[src/rtl/mss_pkg.sv]
// Package for the marching-squares segment stream: beat types and the
// fixed per-case segment table. No dependencies.
`default_nettype none
package mss_pkg;

  // Sample width, signed Q15.16
  localparam int VALUE_BITS = 32;
  localparam int COORD_BITS = 8;
  localparam int CASE_BITS  = 4;

  // Configuration port
  localparam int CFG_INDEX_BITS = 4;
  localparam int CFG_DATA_BITS  = 32;
  localparam logic [CFG_INDEX_BITS-1:0] CFG_LEVEL     = 4'd0;
  localparam logic [CFG_INDEX_BITS-1:0] CFG_GRID_SIDE = 4'd1;

  // Case ids: the two saddle cases, which carry two segments, and the empty and full cases
  localparam logic [CASE_BITS-1:0] CASE_SADDLE_A = 4'd5;
  localparam logic [CASE_BITS-1:0] CASE_SADDLE_B = 4'd10;
  localparam logic [CASE_BITS-1:0] CASE_EMPTY    = 4'd0;
  localparam logic [CASE_BITS-1:0] CASE_FULL     = 4'd15;

  typedef struct packed {
    logic signed [VALUE_BITS-1:0] sample;
    logic                         frame_start;
  } mss_in_t;

  typedef struct packed {
    logic [COORD_BITS-1:0] x_start;
    logic [COORD_BITS-1:0] y_start;
    logic [COORD_BITS-1:0] x_end;
    logic [COORD_BITS-1:0] y_end;
    logic [CASE_BITS-1:0]  cell_case;
    logic                  last;
  } mss_out_t;

  // Segments per case
  localparam logic [1:0] SEG_COUNT [16] = '{
    2'd0, 2'd1, 2'd1, 2'd1, 2'd1, 2'd2, 2'd1, 2'd1,
    2'd1, 2'd1, 2'd2, 2'd1, 2'd1, 2'd1, 2'd1, 2'd0
  };

  // Offsets {xs, ys, xe, ye}, two bits each, per case and segment slot
  localparam logic [7:0] SEG_TAB [16][2] = '{
    '{8'b00_00_00_00, 8'b00_00_00_00},
    '{8'b00_00_01_00, 8'b00_00_00_00},
    '{8'b10_00_10_01, 8'b00_00_00_00},
    '{8'b00_01_10_01, 8'b00_00_00_00},
    '{8'b10_10_01_10, 8'b00_00_00_00},
    '{8'b00_00_01_00, 8'b10_10_01_10},
    '{8'b01_00_01_10, 8'b00_00_00_00},
    '{8'b00_01_01_10, 8'b00_00_00_00},
    '{8'b00_01_01_10, 8'b00_00_00_00},
    '{8'b01_00_01_10, 8'b00_00_00_00},
    '{8'b10_00_10_01, 8'b00_10_01_10},
    '{8'b10_10_01_10, 8'b00_00_00_00},
    '{8'b00_01_10_01, 8'b00_00_00_00},
    '{8'b10_00_10_01, 8'b00_00_00_00},
    '{8'b00_00_01_00, 8'b00_00_00_00},
    '{8'b00_00_00_00, 8'b00_00_00_00}
  };

endpackage
`default_nettype wire

[src/rtl/marching_squares_segment_stream_top.sv]
// A sample is held in the cell stage registers, then its segments enter the output queue.
// Throughput: one sample per cycle while the queue has room; a saddle puts two segments into
//   the two-entry queue; a saddle behind another waits while it drains one segment per beat.
// Reset (rst, synchronous): clears position counters, corner marks, the pipeline and the
//   output queue. The row mark store is not cleared; entries are valid once written.
// Depends on mss_pkg.
`default_nettype none
module marching_squares_segment_stream_top
  import mss_pkg::*;
#(
  parameter int GRID_SIZE = 128
) (
  input  wire logic                      clk,
  input  wire logic                      rst,
  input  wire logic                      in_valid,
  output logic                           in_stall,
  input  wire mss_in_t                   in_data,
  output logic                           out_valid,
  input  wire logic                      out_stall,
  output mss_out_t                       out_data,
  input  wire logic                      cfg_valid,
  output logic                           cfg_ready,
  input  wire logic [CFG_INDEX_BITS-1:0] cfg_index,
  input  wire logic [CFG_DATA_BITS-1:0]  cfg_data
);

  localparam int CW   = (GRID_SIZE > 2) ? $clog2(GRID_SIZE) : 1;
  localparam int GW   = $clog2(GRID_SIZE + 1);
  localparam int CMPW = (GW > COORD_BITS) ? GW : COORD_BITS;

  // Configuration registers
  logic signed [VALUE_BITS-1:0] level;
  logic [7:0]                   grid_side;

  assign cfg_ready = 1'b1;

  always_ff @(posedge clk) begin
    if (rst) begin
      level     <= '0;
      grid_side <= 8'd100;
    end else if (cfg_valid) begin
      case (cfg_index)
        CFG_LEVEL:     level     <= cfg_data[VALUE_BITS-1:0];
        CFG_GRID_SIDE: grid_side <= cfg_data[7:0];
        default: ;
      endcase
    end
  end

  // Effective side, clamped to [2, GRID_SIZE]
  logic [CMPW-1:0] side_ext;
  logic [GW-1:0]   side_eff;

  always_comb begin
    side_ext = CMPW'(grid_side);
    if (side_ext < CMPW'(2))
      side_eff = GW'(2);
    else if (side_ext > CMPW'(GRID_SIZE))
      side_eff = GW'(GRID_SIZE);
    else
      side_eff = GW'(side_ext);
  end

  // Input side: position counters and compare
  logic          accept;
  logic          a_move;
  logic [CW-1:0] inner_count, inner_count_next;
  logic [CW-1:0] outer_count, outer_count_next;
  logic [CW-1:0] n_cur, o_cur;
  logic          m_cur;

  assign accept = in_valid && !in_stall;

  always_comb begin
    n_cur = in_data.frame_start ? '0 : inner_count;
    o_cur = in_data.frame_start ? '0 : outer_count;
    m_cur = in_data.sample > level;
    if (GW'(n_cur) + GW'(1) >= side_eff) begin
      inner_count_next = '0;
      outer_count_next = (GW'(o_cur) + GW'(1) >= side_eff) ? '0 : o_cur + CW'(1);
    end else begin
      inner_count_next = n_cur + CW'(1);
      outer_count_next = o_cur;
    end
  end

  always_ff @(posedge clk) begin
    if (rst) begin
      inner_count <= '0;
      outer_count <= '0;
    end else if (accept) begin
      inner_count <= inner_count_next;
      outer_count <= outer_count_next;
    end
  end

  // Cell stage registers
  logic          a_valid;
  logic          a_m;
  logic [CW-1:0] a_n;
  logic [CW-1:0] a_o;
  logic          a_fwd;
  logic          a_fwd_m;
  logic          a_rd;

  always_ff @(posedge clk) begin
    if (rst) begin
      a_valid <= 1'b0;
    end else if (accept) begin
      a_valid <= 1'b1;
    end else if (a_move) begin
      a_valid <= 1'b0;
    end
  end

  always_ff @(posedge clk) begin
    if (accept) begin
      a_m     <= m_cur;
      a_n     <= n_cur;
      a_o     <= o_cur;
      // bypass when the cell stage writes the same column this cycle
      a_fwd   <= a_move && (a_n == n_cur);
      a_fwd_m <= a_m;
    end
  end

  // Row mark store: one bit per column, read-before-write
  logic row_marks [GRID_SIZE];

  always_ff @(posedge clk) begin
    if (a_move) begin
      row_marks[a_n] <= a_m;
    end
    if (accept) begin
      a_rd <= row_marks[n_cur];
    end
  end

  // Corner marks of the previous column
  logic left_mark;
  logic left_above_mark;
  logic above_here;

  assign above_here = a_fwd ? a_fwd_m : a_rd;

  always_ff @(posedge clk) begin
    if (rst) begin
      left_mark       <= 1'b0;
      left_above_mark <= 1'b0;
    end else if (a_move) begin
      left_mark       <= a_m;
      left_above_mark <= above_here;
    end
  end

  // Case id and segments of the completed cell
  logic [CASE_BITS-1:0]  cid;
  logic                  in_cell;
  logic [1:0]            a_cnt;
  logic [COORD_BITS-1:0] bx, by;
  logic [7:0]            off0, off1;
  mss_out_t              seg0, seg1;

  always_comb begin
    cid     = {above_here, a_m, left_mark, left_above_mark};
    in_cell = (a_o != '0) && (a_n != '0);
    a_cnt   = in_cell ? SEG_COUNT[cid] : 2'd0;
    bx      = COORD_BITS'({a_o - CW'(1), 1'b0});
    by      = COORD_BITS'({a_n - CW'(1), 1'b0});
    off0    = SEG_TAB[cid][0];
    off1    = SEG_TAB[cid][1];

    seg0.x_start   = bx + COORD_BITS'(off0[7:6]);
    seg0.y_start   = by + COORD_BITS'(off0[5:4]);
    seg0.x_end     = bx + COORD_BITS'(off0[3:2]);
    seg0.y_end     = by + COORD_BITS'(off0[1:0]);
    seg0.cell_case = cid;
    seg0.last      = (a_cnt == 2'd1);

    seg1.x_start   = bx + COORD_BITS'(off1[7:6]);
    seg1.y_start   = by + COORD_BITS'(off1[5:4]);
    seg1.x_end     = bx + COORD_BITS'(off1[3:2]);
    seg1.y_end     = by + COORD_BITS'(off1[1:0]);
    seg1.cell_case = cid;
    seg1.last      = 1'b1;
  end

  // Two-entry output queue; slot 0 is the presented beat
  mss_out_t q0, q0_next;
  mss_out_t q1, q1_next;
  logic [1:0] q_cnt, q_cnt_next;
  logic [1:0] keep_n;
  logic [1:0] push_n;
  logic       pop;
  logic       room;

  assign out_valid = (q_cnt != 2'd0);
  assign out_data  = q0;
  assign pop       = out_valid && !out_stall;

  always_comb begin
    keep_n   = q_cnt - {1'b0, pop};
    room     = ({1'b0, keep_n} + {1'b0, a_cnt}) <= 3'd2;
    a_move   = a_valid && room;
    in_stall = a_valid && !room;
    push_n   = a_move ? a_cnt : 2'd0;

    q0_next = pop ? q1 : q0;
    q1_next = q1;
    if (keep_n == 2'd0) begin
      q0_next = seg0;
      q1_next = seg1;
    end else if (keep_n == 2'd1) begin
      q1_next = seg0;
    end
    q_cnt_next = keep_n + push_n;
  end

  always_ff @(posedge clk) begin
    if (rst) begin
      q_cnt <= 2'd0;
    end else begin
      q_cnt <= q_cnt_next;
    end
  end

  always_ff @(posedge clk) begin
    q0 <= q0_next;
    q1 <= q1_next;
  end

endmodule
`default_nettype wire

[config.mk]
export PLATFORM = sky130hd
export DESIGN_NAME = marching_squares_segment_stream_top
export DESIGN_NICKNAME = d
export VERILOG_FILES = /design/src/rtl/mss_pkg.sv /design/src/rtl/marching_squares_segment_stream_top.sv
export SDC_FILE = /design/constraint.sdc
export NUM_CORES = 1
export LEC_CHECK = 0
export BUFFER_PORTS_ARGS = -buffer_cell sky130_fd_sc_hd__buf_2
export CAP_MARGIN = 20
export CELL_PAD_IN_SITES_DETAIL_PLACEMENT = 1
export CELL_PAD_IN_SITES_GLOBAL_PLACEMENT = 2
export CORE_AREA = 2 2 244 246
export DETAILED_ROUTE_END_ITERATION = 6
export DIE_AREA = 0 0 246 248
export PLACE_DENSITY = 0.51
export SKIP_CTS_REPAIR_TIMING = 1
export SLEW_MARGIN = 20
export SYNTH_ARGS = -nofsm -noshare
export SYNTH_HDL_FRONTEND = slang
export SYNTH_SLANG_ARGS = --single-unit
[constraint.sdc]
create_clock -name clk -period 12.11 [get_ports clk]
set_input_delay 1.211 -clock clk [delete_from_list [all_inputs] [get_ports clk]]
set_output_delay 1.211 -clock clk [all_outputs]
set_load 0.01 [all_outputs]
Word level (Yosys, flattened, before mapping). Memory sizes are Yosys's and may differ from the RTL's. A register that Yosys moved wholly into a read port is not among the register bits. Index checks and enable logic that the tools add are counted.

Register bits after elaboration: 150. Bits in latches: 0. Memory bits (writable): 128. ROM bits: 288. Bits of input ports: 74. Output and inout port bits: 40. Logic and storage cells: 98. Memories kept: 3.

Memories: (name not given) (words 16, width 16, rd ports 1, clocked after memory_dff 0, wr ports 0, RTL line marching_squares_segment_stream_top.sv:171) `off1 = SEG_TAB[cid][1];`; row_marks (words 128, width 1, rd ports 1, clocked after memory_dff 1, wr ports 1, RTL line marching_squares_segment_stream_top.sv:128) `logic row_marks [GRID_SIZE];`; (name not given) (words 16, width 2, rd ports 1, clocked after memory_dff 0, wr ports 0, RTL line marching_squares_segment_stream_top.sv:167) `a_cnt = in_cell ? SEG_COUNT[cid] : 2'd0;`.

Add/subtract/negate cells: 17. Multipliers: 0. Div/mod/pow operators: 0. $lt $le $gt $ge: 7. Equality and inequality tests: 4. Shift operators: 0. Mux-type cells: 22. Bitwise gates (word level): 1. Reduce and logical (&&, ||, !) cells: 19.

Operator list (number): $mux W37 (4); $add A8 B2 Y8 (8); $mux W7 (5); $gt A32 B32 Y1 (1); $mux W16 (2); $add A7 B1 Y8 const B (2); $ge A8 B8 Y1 (2); $mux W8 (2); $add A7 B1 Y7 const B (2); $reduce_bool A7 Y1 (2); $sub A7 B1 Y7 const B (2); $gt A8 B8 Y1 const B (1); $lt A8 B2 Y1 const B (1); $mux W2 (4); $reduce_bool A2 Y1 (4); $eq A7 B7 Y1 (1); $logic_and A1 B1 Y1 (6); $ge A5 B5 Y1 const B (1); $mux W1 (5); $not A4 Y5 (1); $eq A2 B1 Y1 const B (2); $eq A4 B1 Y1 const B (1); $logic_not A4 Y1 (1); $reduce_and A2 Y1 (2); 6 further kinds (8).

Logic depth before layout (Yosys ltp).
Depth in word-level cells: 13. Mapped depth: 16. Depth with buffers taken out: 14.

Least setup slack after synthesis. No wires, ideal clock.

Path kind: in2reg. Start: input out_stall. End: register a_fwd, enable pin. Library setup time: 0.389 ns. Arrival: 6.037 ns. Data required time: 11.721 ns. Setup slack: 5.684 ns. Stages: 12. Path buffers: 3. Path through: nor2_1 -> ha_1 -> xnor2_1 -> inv_1 -> clkbuf_1 -> buf_1 -> fa_1 -> a21oi_1 -> nand2b_1 -> nand2_1 -> inv_1 -> buf_1.

Longest elaborated chain between the ends: 9.

Ends and longest elaborated chain: start, declared (RTL line marching_squares_segment_stream_top.sv:19) `input wire logic out_stall,`; $logic_not A1 Y1 (RTL line marching_squares_segment_stream_top.sv:199) `assign pop = out_valid && !out_stall;`; $logic_and A1 B1 Y1 (RTL line marching_squares_segment_stream_top.sv:199); $sub A2 B1 Y2 (RTL line marching_squares_segment_stream_top.sv:202) `keep_n = q_cnt - {1'b0, pop};`; $add A2 B2 Y3 (RTL line marching_squares_segment_stream_top.sv:203) `room = ({1'b0, keep_n} + {1'b0, a_cnt}) <= 3'd2;`; $le A3 B2 Y1 (RTL line marching_squares_segment_stream_top.sv:203); $logic_not A1 Y1 (RTL line marching_squares_segment_stream_top.sv:205) `in_stall = a_valid && !room;`; $logic_and A1 B1 Y1 (RTL line marching_squares_segment_stream_top.sv:205); $logic_not A1 Y1 (RTL line marching_squares_segment_stream_top.sv:72) `assign accept = in_valid && !in_stall;`; $logic_and A1 B1 Y1 (RTL line marching_squares_segment_stream_top.sv:72); via accept (RTL line marching_squares_segment_stream_top.sv:65) `logic accept;`; end signal, assigned (RTL line marching_squares_segment_stream_top.sv:122) `a_fwd <= a_move && (a_n == n_cur);`; end, declared (RTL line marching_squares_segment_stream_top.sv:102) `logic a_fwd;`.

The timed path passes the listed nets, and every way through them passes these cells. A chain may end at the register's enable or synchronous reset.

Worst setup path after layout.
Start: register a_n[0]. End: output in_stall.

Longest elaborated chain between the ends: 7.

Ends and longest elaborated chain: start, declared (RTL line marching_squares_segment_stream_top.sv:100) `logic [CW-1:0] a_n;`; start signal, assigned (RTL line marching_squares_segment_stream_top.sv:119) `a_n <= n_cur;`; $reduce_bool A7 Y1 (RTL line marching_squares_segment_stream_top.sv:166) `in_cell = (a_o != '0) && (a_n != '0);`; $logic_and A1 B1 Y1 (RTL line marching_squares_segment_stream_top.sv:166); $mux W2 (RTL line marching_squares_segment_stream_top.sv:167); $add A2 B2 Y3 (RTL line marching_squares_segment_stream_top.sv:203); $le A3 B2 Y1 (RTL line marching_squares_segment_stream_top.sv:203); $logic_not A1 Y1 (RTL line marching_squares_segment_stream_top.sv:205); $logic_and A1 B1 Y1 (RTL line marching_squares_segment_stream_top.sv:205); end, declared (RTL line marching_squares_segment_stream_top.sv:16) `output logic in_stall,`.

Every way passes these cells.

==> impl_results.md <==
* Sequential area share after synthesis at between 50% and 60%
* Worst Path Arrival at 3.79 ns
* I/O pins at roughly 110
* Share of post-route cells with drive strength above 1 at 15.27%
* GP Congestion at roughly 0.73
* Drt pass-1 iters at 5
* Total power at roughly 0.0033 W
* Hold Crit Start: q1[0]
* CTS H-tree lvls at 2
* Critical Path Source: a_n[0]
* Antenna cell count at 0
* Final-layout fill cell count at around 6,600
* Clock Latency Late Sink at around 0.56 ns
* Overall Global Routing Usage at roughly 14%
* Min-delay worst type: reg2reg
* Drc violations at 0
* Design area at about 17,000 sq um
* WP data required at about 11 ns
* Initial core utilization at 24.71%
* Total number of vias at ~10,000
* Post-synth EDFFs at 219
* Core ar. at 58,460 sq um
* Wire per inst at ~19 um
* Top_reg_cell synth: edfxtp_1
* Final hold vios at 0
* Via/cell ratio at 4.556
* Die footprint at between 60,000 and 70,000 sq um
* Commonest non-fill, non-tap cells in the layout: edfxtp_1, nor2_1, nand2_1, buf_2, a21oi_1
* Vias in the first global route at between 10,000 and 15,000
* Largest net degree at the start of global routing at 77
* Num CTS Buffers at 38
* Post-synthesis register bit count at approximately 280
* RSZ-0062 raised after global routing: false
* Hold Crit Depth at 2
* Crit path kind: reg2out
* Fin nets at about 1,600
* Initial drt markers at roughly 440
* Placed inst area at 15,800 sq um
* CP startpoint kind: flip-flop
* Cells after Synth at 1,392
* RR Startpoint: a_n[0]
* Synthesized area per cell at a little over 10 sq um
* Worst slew pin tran at around 0.86 ns
* Detail Route Antenna Nets at 0
* R2R Path End: row_marks[52]
* Worst-case reg-to-reg path depth at 11
* First-pass GRT wire length at about 67,000 um
* Relative slew slack at 42.81%
* Crit-path max FO at 7
* Setup violators final at 0
* Fin cells at around 2,300
* FP Rows at about 90
* Yosys cell types at 72
* Initial antenna violation count at 0
* Clk buf depth at 3
* Clock root cell: clkbuf_16
* Power Dens Cells at 194.9 nW/um^2
* Hold path endpoint: q1[0]
* Top-area cell type share of the netlist area at 45.52%
* Tmin final at ~5 ns
* Final Skew at roughly 0.033 ns
* Peak supply drop at ~0.00011 V
* Synth area leader: edfxtp_1
* Commonest non-fill, non-tap cell in the layout: edfxtp_1
* Reg clk slew, reported paths at 0.06 ns
* Area Growth Syn to Fin at 17.50%
* Die height at about 250 um
* Leak at ~6.0 nW
* DPL Wire Length at ~29,000 um
* # port buffers at ~110
* Post-Syn Area at around 14,000 sq um
* R2r setup slk at 7.73 ns
* CTS sink count at 279
* Tcrit/Tclk final at 41.31%
* Dpl cells at about 2,200
* WL final at 42,700 um
* Asr flop ratio synth at 0%
* Status: finished, final reports clean
* Element type at the critical path end: output pin
* Max_cap viols at 0
* Fmax at approximately 0.20 GHz
* CTS tree: done
* Post-Syn Nets at around 1,500
* Setup TNS Final at 0 ns
* Synthesis Warnings at 0
* Max Slew Vio Count at 0
* Remaining Overflow, GRT at 0
* Die X at between 200 and 250 um
* Area contributors post-synth: edfxtp_1, dfxtp_1, ha_1, nor2_1, nand2_1
[cell usage after synthesis (4+ instances only)]
| library cell | n |
|---|---|
| a2111oi_0 | 5 |
| a211oi_1 | 8 |
| a21o_1 | 5 |
| a21oi_1 | 97 |
| a221oi_1 | 7 |
| a31oi_1 | 10 |
| a41oi_1 | 4 |
| and2_1 | 4 |
| and3_1 | 6 |
| buf_1 | 6 |
| buf_2 | 8 |
| buf_4 | 6 |
| clkbuf_1 | 55 |
| dfxtp_1 | 60 |
| edfxtp_1 | 219 |
| ha_1 | 67 |
| inv_1 | 62 |
| mux2_2 | 17 |
| mux2i_1 | 29 |
| mux4_2 | 13 |
| nand2_1 | 167 |
| nand2b_1 | 20 |
| nand3_1 | 34 |
| nand4_1 | 11 |
| nor2_1 | 210 |
| nor2b_1 | 27 |
| nor3_1 | 19 |
| nor4_1 | 8 |
| o21ai_0 | 46 |
| o21ai_1 | 15 |
| o221ai_1 | 4 |
| o22ai_1 | 6 |
| or2_2 | 7 |
| or3_1 | 7 |
| xnor2_1 | 35 |
| xor2_1 | 29 |
[cells by family (layout without fill, tap and decap cells)]
group                    count (synthesis)  count (layout)  share of synthesized area [%]
flip-flops                             279             279                          53.84
other                                    1               1                        0.02596
buffers and inverters                  140             261                          3.915
AO/OA/AOI/OAI                          232             232                          9.536
adder cells (fa/ha/maj)                 68              68                          5.941
XOR/XNOR                                67              67                          4.218
AND/OR/NAND/NOR                        546             546                          17.17
multiplexers                            59              59                          5.361
[how the worst max path moves through the flow]
stage	endpoint	slack (ns)	cells past startpoint
after floorplan	a_fwd	5.68	12
after global placement	outer_count[6]	6.93	14
after detailed placement	outer_count[5]	6.91	14
after CTS	in_stall	7.01	11
after global routing	in_stall	6.86	11
final	in_stall	7.11	11
[stage by stage]
stage | setup slack, ns | hold WS [ns] | utilization, %
finish | 7.107 | 0.4443 | 29.03
global route | 6.862 | 0.4688 | 29.03
CTS | 7.015 | 0.4427 | 28.97
detailed placement | 6.913 | 0.4301 | 27.03
global placement | 6.925 | 0.4240 | 27.00
floorplan | 5.684 | 0.4099 | -
[per-layer routing]
layer	track usage [%]	part of all wire (%)	vias up	routed length, um
li1	-	-	5122	-
met1	19.18	48	5132	20420
met2	23.93	47	108	20140
met3	2.054	2.9	52	1237
met4	3.975	2.1	0	900
met5	0	0	-	0
[area by class of cell]
type	count	area, sq um	share of cell area (%)
flip-flops and latches	279	7779	45.83
inverters	64	240.2	1.415
well taps	773	967.2	5.698
clock buffers	48	988.4	5.823
multi-input cells	973	6133	36.13
repair buffers	129	715.7	4.216
clock inverters	20	150.1	0.8846
[sequential cells by signal, indices dropped and copies added, names as in the netlist]
name and count:
left_mark 1, grid_side 8, a_fwd_m 1, outer_count 7, a_n 7, inner_count 7, a_fwd 1, a_o 7
out_data 37, a_rd 1, level 32, q_cnt 2, left_above_mark 1, row_marks 128, a_valid 1, q1 37
a_m 1
[worst max-delay path: stages (launching register included)]
cell      delay, ns
edfxtp_1       0.51
inv_1          0.29
ha_1           0.24
or4b_1         0.51
o32ai_1        0.26
a21oi_1        0.16
ha_1           0.23
fa_1           0.44
a21oi_1        0.20
nand2b_1       0.15
inv_1          0.10
buf_2          0.15
[where the power goes]
group / switching, W / internal [W]
Sequential: 0.0000610 / 0.00128
Combinational: 0.000600 / 0.000317
Clock: 0.000444 / 0.000602
(Power assumes the default switching activity.)
